$ cat config.mk
export PLATFORM = sky130hd
export DESIGN_NAME = mvt_sat
export DESIGN_NICKNAME = d
export VERILOG_FILES = /design/src/design/mvt_pkg.sv /design/src/design/mvt_sat.sv
export SDC_FILE = /design/constraint.sdc
export NUM_CORES = 1
export LEC_CHECK = 0
export BUFFER_PORTS_ARGS = -buffer_cell sky130_fd_sc_hd__buf_2
export CAP_MARGIN = 40
export CORE_AREA = 5 5 304 306
export CTS_CLUSTER_DIAMETER = 60
export CTS_CLUSTER_SIZE = 25
export DETAILED_ROUTE_END_ITERATION = 16
export DIE_AREA = 0 0 309 311
export PLACE_DENSITY = 0.49
export RECOVER_POWER = 100
export SKIP_LAST_GASP = 1
export SLEW_MARGIN = 40
export SYNTH_ARGS = -nofsm -noshare
export SYNTH_HDL_FRONTEND = slang
export SYNTH_SLANG_ARGS = --single-unit
$ cat constraint.sdc
create_clock -name clk -period 4.3 [get_ports clk]
set_clock_uncertainty 0.15 [all_clocks]
set_input_delay 1.29 -clock clk [delete_from_list [all_inputs] [get_ports clk]]
set_output_delay 1.29 -clock clk [all_outputs]
set_load 0.01 [all_outputs]
$ cat src/design/mvt_pkg.sv
`default_nettype none

package mvt_pkg;

	// element and arithmetic widths
	localparam int N_ELEM    = 4;
	localparam int DATA_W    = 32;
	localparam int PROD_W    = 2 * DATA_W;
	localparam int ACC_W     = PROD_W + 2;
	localparam int FRAC_BITS = 16;

	// configuration register file
	localparam int NUM_REGS = 2 * N_ELEM;
	localparam int REG_W    = 2 * DATA_W;
	localparam int REG_SEL_W = $clog2(NUM_REGS);
	localparam int BYTE_W   = $clog2(REG_W / 8);
	localparam int ADDR_W   = REG_SEL_W + BYTE_W;

	// 1.0 in the coefficient format
	localparam logic [DATA_W-1:0] COEF_ONE = DATA_W'(1) << FRAC_BITS;

	// saturation bounds, sign-extended to the accumulator width
	localparam logic signed [ACC_W-1:0] SAT_MAX =
		{{(ACC_W - DATA_W + 1){1'b0}}, {(DATA_W - 1){1'b1}}};
	localparam logic signed [ACC_W-1:0] SAT_MIN =
		{{(ACC_W - DATA_W + 1){1'b1}}, {(DATA_W - 1){1'b0}}};

	typedef logic [N_ELEM-1:0][DATA_W-1:0] vec_t;
	typedef logic [N_ELEM-1:0][DATA_W-1:0] coef_col_t;
	typedef logic [N_ELEM-1:0][ACC_W-1:0]  acc_vec_t;
	typedef logic [N_ELEM-1:0][PROD_W-1:0] prod_vec_t;
	typedef logic [NUM_REGS-1:0][REG_W-1:0] cfg_file_t;

	// data handed from one cell to the next
	typedef struct packed {
		logic      valid;
		vec_t      vec;
		acc_vec_t  acc;
		prod_vec_t prod;
	} mvt_stage_t;

	// result leaving the output stage
	typedef struct packed {
		logic valid;
		vec_t res;
		logic sat;
	} mvt_result_t;

	// identity matrix at reset; row r, column c sits in register 2r + c/2
	function automatic cfg_file_t cfg_reset_value();
		cfg_file_t v;
		v = '0;
		for (int r = 0; r < N_ELEM; r++) begin
			v[2 * r + r / 2][(r % 2) * DATA_W +: DATA_W] = COEF_ONE;
		end
		return v;
	endfunction

endpackage

`default_nettype wire

$ cat src/design/mvt_sat.sv
`default_nettype none

// Final add of the last column, then fixed-point shift and clipping to
// 32 bits. The second stage is the output register.
module mvt_sat
	import mvt_pkg::*;
(
	input  wire logic       clk,
	input  wire logic       arst_n,
	input  wire logic       en,
	input  wire mvt_stage_t d,
	output mvt_result_t     q
);

	logic     valid_s1;
	acc_vec_t sum_s1;
	logic     valid_s2;
	vec_t     res_s2;
	logic     sat_s2;

	acc_vec_t sum_nxt;
	vec_t     res_nxt;
	logic     sat_nxt;

	// last product into the row sums
	always_comb begin
		for (int r = 0; r < N_ELEM; r++) begin
			sum_nxt[r] = d.acc[r] + {{(ACC_W - PROD_W){d.prod[r][PROD_W-1]}}, d.prod[r]};
		end
	end

	// arithmetic shift (floor) and clip
	always_comb begin
		logic signed [ACC_W-1:0] sh;
		sat_nxt = 1'b0;
		for (int r = 0; r < N_ELEM; r++) begin
			sh = $signed(sum_s1[r]) >>> FRAC_BITS;
			if (sh > SAT_MAX) begin
				res_nxt[r] = SAT_MAX[DATA_W-1:0];
				sat_nxt    = 1'b1;
			end else if (sh < SAT_MIN) begin
				res_nxt[r] = SAT_MIN[DATA_W-1:0];
				sat_nxt    = 1'b1;
			end else begin
				res_nxt[r] = sh[DATA_W-1:0];
			end
		end
	end

	always_ff @(posedge clk or negedge arst_n) begin
		if (!arst_n) begin
			valid_s1 <= 1'b0;
			valid_s2 <= 1'b0;
		end else if (en) begin
			valid_s1 <= d.valid;
			valid_s2 <= valid_s1;
		end
	end

	always_ff @(posedge clk) begin
		if (en) begin
			sum_s1 <= sum_nxt;
			res_s2 <= res_nxt;
			sat_s2 <= sat_nxt;
		end
	end

	assign q.valid = valid_s2;
	assign q.res   = res_s2;
	assign q.sat   = sat_s2;

endmodule

`default_nettype wire

==> results.cfg <==
[synthesis]
ys_seq_elements = 331
synth_edf_count = 329
syn_area_per_cell_um2 = 9.43
async_reset_ff_frac = 0.00604
synth.distinct_cells = 86
yosysWarnings = 0
syn-num-nets = 3546
syn_area_mm2 = 0.0249
yosys_most_used_dff = edfxtp_1
yosysSeqAreaShare = 0.399
synthCells = 2638

[timing]
min_period_ns = 4.22
hold_violations = 0
setup_viol = 0
slew_headroom = -0.250
period_share = 0.982
max_freq_mhz = 237
finalMaxSlewViolations = 178
rsz0062_at_grt = no
tightestPinTransition_ns = 1.88

[floorplan]
die_x_um = 309
core_area_mm2 = 0.0893
design.die.area_mm2 = 0.0961
fp-row-count = 110
io_pins = 782
initial_core_util = 0.278
die_h_um = 311

[critical_path]
path_class = primary input to flop
end_kind = flop
crit_fanout = 3
r2r_cells = 4
worstPathRequired_ns = 4.45
worstSetupStartpointType = primary input
cp.arrival_ns = 4.37
reg2reg_slack_ns = 0.54
r2r_start = sum_s1[196]$_DFFE_PP_
r2r_end = q[90]$_SDFFCE_PN1P_

[cells_and_area]
nets = 4458
multi_input_area_mm2 = 0.0142
drive_gt1_frac = 0.258
fin_cells = 4770
regArea_mm2 = 0.00993
area_growth_pct = 31.5
fillers = 9427

[status]
outcome = complete, but fails checks
failed_checks = capacitance limit, slew limit

[pwr]
ir_drop_v = 0.000250
p_per_area_mw_per_mm2 = 354
power.total_uw = 11600
leakage_uw = 0.0144

[global_route]
grt_pass1_wl_mm = 139
grt_max_degree = 69
antenna_found_initial = 25
grtUsageTotal = 0.184
gr-total-overflow = 0
first_global_vias = 23300

[placement]
hpwl_mm = 78.0
dp_cells = 4684
gp_congestion = 0.929
io_buffers = 653

[detailed_routing]
via_per_inst = 4.89
ant_nets = 0
drcViolationCount = 0
wl_met3_mm = 5.14
wl_per_cell_um = 19.5
wl_mm = 93.2
first_iter_violations = 1399
drt_pass1_iterations = 5
wl_met1_mm = 42.7
top_layer_used = met5
route.met2.wl_mm = 43.4
num_vias = 23300

[clock_tree]
hold_buffers = 0
cts_setup_buffers = 0
cts_resized = 0
cts_made_buffers = 40
cts_root_buffer = clkbuf_16
worstSkewPairLatency_ns = 0.58
cts.sinks = 331
cts_tree = done
clk_pin_slew_worst_paths_ns = 0.07
clk_path_buf_depth = 3
cts_max_level = 2

[run]
cap_viol_max_count = 6

[hold_path]
hp-class = primary input to asynchronous set/reset pin
==> cell usage in the layout (no fill, tap or decap), types with 6 or more instances in the layout <==
| cell type | instances |
|---|---|
| o21bai_1 | 51 |
| a21oi_1 | 282 |
| xor2_1 | 79 |
| and2_1 | 10 |
| inv_1 | 67 |
| xnor2_1 | 120 |
| a21boi_0 | 12 |
| nand3_1 | 43 |
| a21o_1 | 135 |
| nand2b_1 | 17 |
| inv_6 | 7 |
| nor4_1 | 17 |
| a221oi_1 | 15 |
| diode_2 | 12 |
| clkinv_8 | 6 |
| and3_1 | 14 |
| nor2_1 | 193 |
| ha_1 | 256 |
| o211ai_1 | 13 |
| clkbuf_4 | 23 |
| o21ai_1 | 17 |
| or3_1 | 9 |
| clkbuf_16 | 41 |
| clkbuf_1 | 177 |
| buf_4 | 264 |
| buf_2 | 519 |
| nand4_1 | 85 |
| a31oi_1 | 24 |
| and4_1 | 11 |
| o21a_1 | 28 |
| nor2b_1 | 25 |
| nor3_1 | 29 |
| nand2_1 | 378 |
| o21ai_0 | 118 |
| o31ai_1 | 11 |
| edfxtp_1 | 329 |
| a31o_2 | 6 |
| a311oi_1 | 9 |
| a211oi_1 | 18 |
| or4_1 | 10 |
==> logic make-up after synthesis <==
logic type                 after synthesis  share of synthesized area
buffers and inverters                  182                     0.0291
AOI/OAI and AO/OA                      806                      0.211
muxes                                    2                   0.000905
DFF                                    331                      0.399
and+or+nand+nor                        862                      0.161
adders and majority gates              256                      0.129
xor gates and xnor gates               199                     0.0701
==> routing by layer <==
metal,up-vias,GRT usage
li1,11700,-
met1,10900,0.250
met2,610,0.306
met3,110,0.0334
met4,14,0.0392
met5,-,0
==> synth_stat cells, drive strengths merged, types with 8 or more instances <==
master / instances / area, µm²
nand3: 43 / 215
a31o: 8 / 78.8
xor2: 79 / 692
a21o: 135 / 1010
nor2: 195 / 734
edfxtp: 329 / 9880
o21ai: 140 / 731
a211oi: 19 / 148
o41ai: 9 / 128
nor3: 29 / 145
o21bai: 51 / 383
clkbuf: 91 / 344
and3: 14 / 87.6
a31oi: 25 / 169
ha: 256 / 3200
nand2b: 17 / 106
a311oi: 10 / 100
o31ai: 12 / 115
and4: 11 / 96.3
and2: 11 / 68.8
nand4: 87 / 557
o21a: 28 / 211
a221oi: 15 / 131
inv: 67 / 251
or4: 10 / 75.1
xnor2: 120 / 1050
or3: 10 / 67.6
o211ai: 16 / 140
nand2: 379 / 1430
nor2b: 25 / 156
a21oi: 282 / 1410
buf: 24 / 128
nor4: 18 / 128
a21boi: 13 / 97.6
==> final cells by class <==
cell class / count / share of cell area
multi-input combinational: 2125 / 0.434
sequential: 331 / 0.304
timing repair buffer: 985 / 0.166
tap: 1176 / 0.0450
clock buffer: 43 / 0.0316
clock inverter: 31 / 0.0109
inverter: 67 / 0.00769
antenna: 12 / 0.000918
==> per-stage QoR <==
stage                     setup WS [ns]  utilization  setup TNS [ns]  hold WS [ns]  cell area [µm²]
after floorplan                   0.246            -               0         0.325            24900
after global placement           -0.386        0.355           -8.04         0.335            31700
after detailed placement         -0.365        0.355           -7.92         0.349            31700
after CTS                         0.254        0.371               0         0.292            33100
after global routing             0.0334        0.366               0         0.316            32700
final                            0.0776        0.366               0         0.341            32700
==> worst max-delay path, stage by stage <==
cell	delay [ns]
buf_2	0.10
ha_1	0.28
a311oi_1	0.21
o21bai_1	0.13
a21o_1	0.19
a41oi_1	0.37
a21oi_1	0.17
o31ai_1	0.22
clkbuf_1	0.19
o21ai_0	0.19
a221oi_1	0.33
clkbuf_1	0.26
o41a_1	0.22
nand4b_1	0.14
a22oi_1	0.07
==> worst max-delay path by stage <==
stage,start,endpoint,cells after the start
6_report,d[1],sum_s1[63]$_DFFE_PP_,15
3_3_place_gp,d[198],sum_s1[256]$_DFFE_PP_,14
4_1_cts,d[198],sum_s1[256]$_DFFE_PP_,14
2_1_floorplan,d[81],sum_s1[127]$_DFFE_PP_,13
5_1_grt,d[343],sum_s1[124]$_DFFE_PP_,15
3_5_place_dp,d[198],sum_s1[256]$_DFFE_PP_,14
==> state kept, by name (all words and copies together), names as in the netlist <==
signal	flops
sum_s1	200
q	128
sat_s2	1
valid_s1	1
valid_s2	1
==> power by group <==
group	switching [µW]	leakage (µW)	internal [µW]
clock	1620	0.000675	1920
combinational	2090	0.0105	1520
sequential	178	0.00322	4240
(Power assumes the default switching activity.)
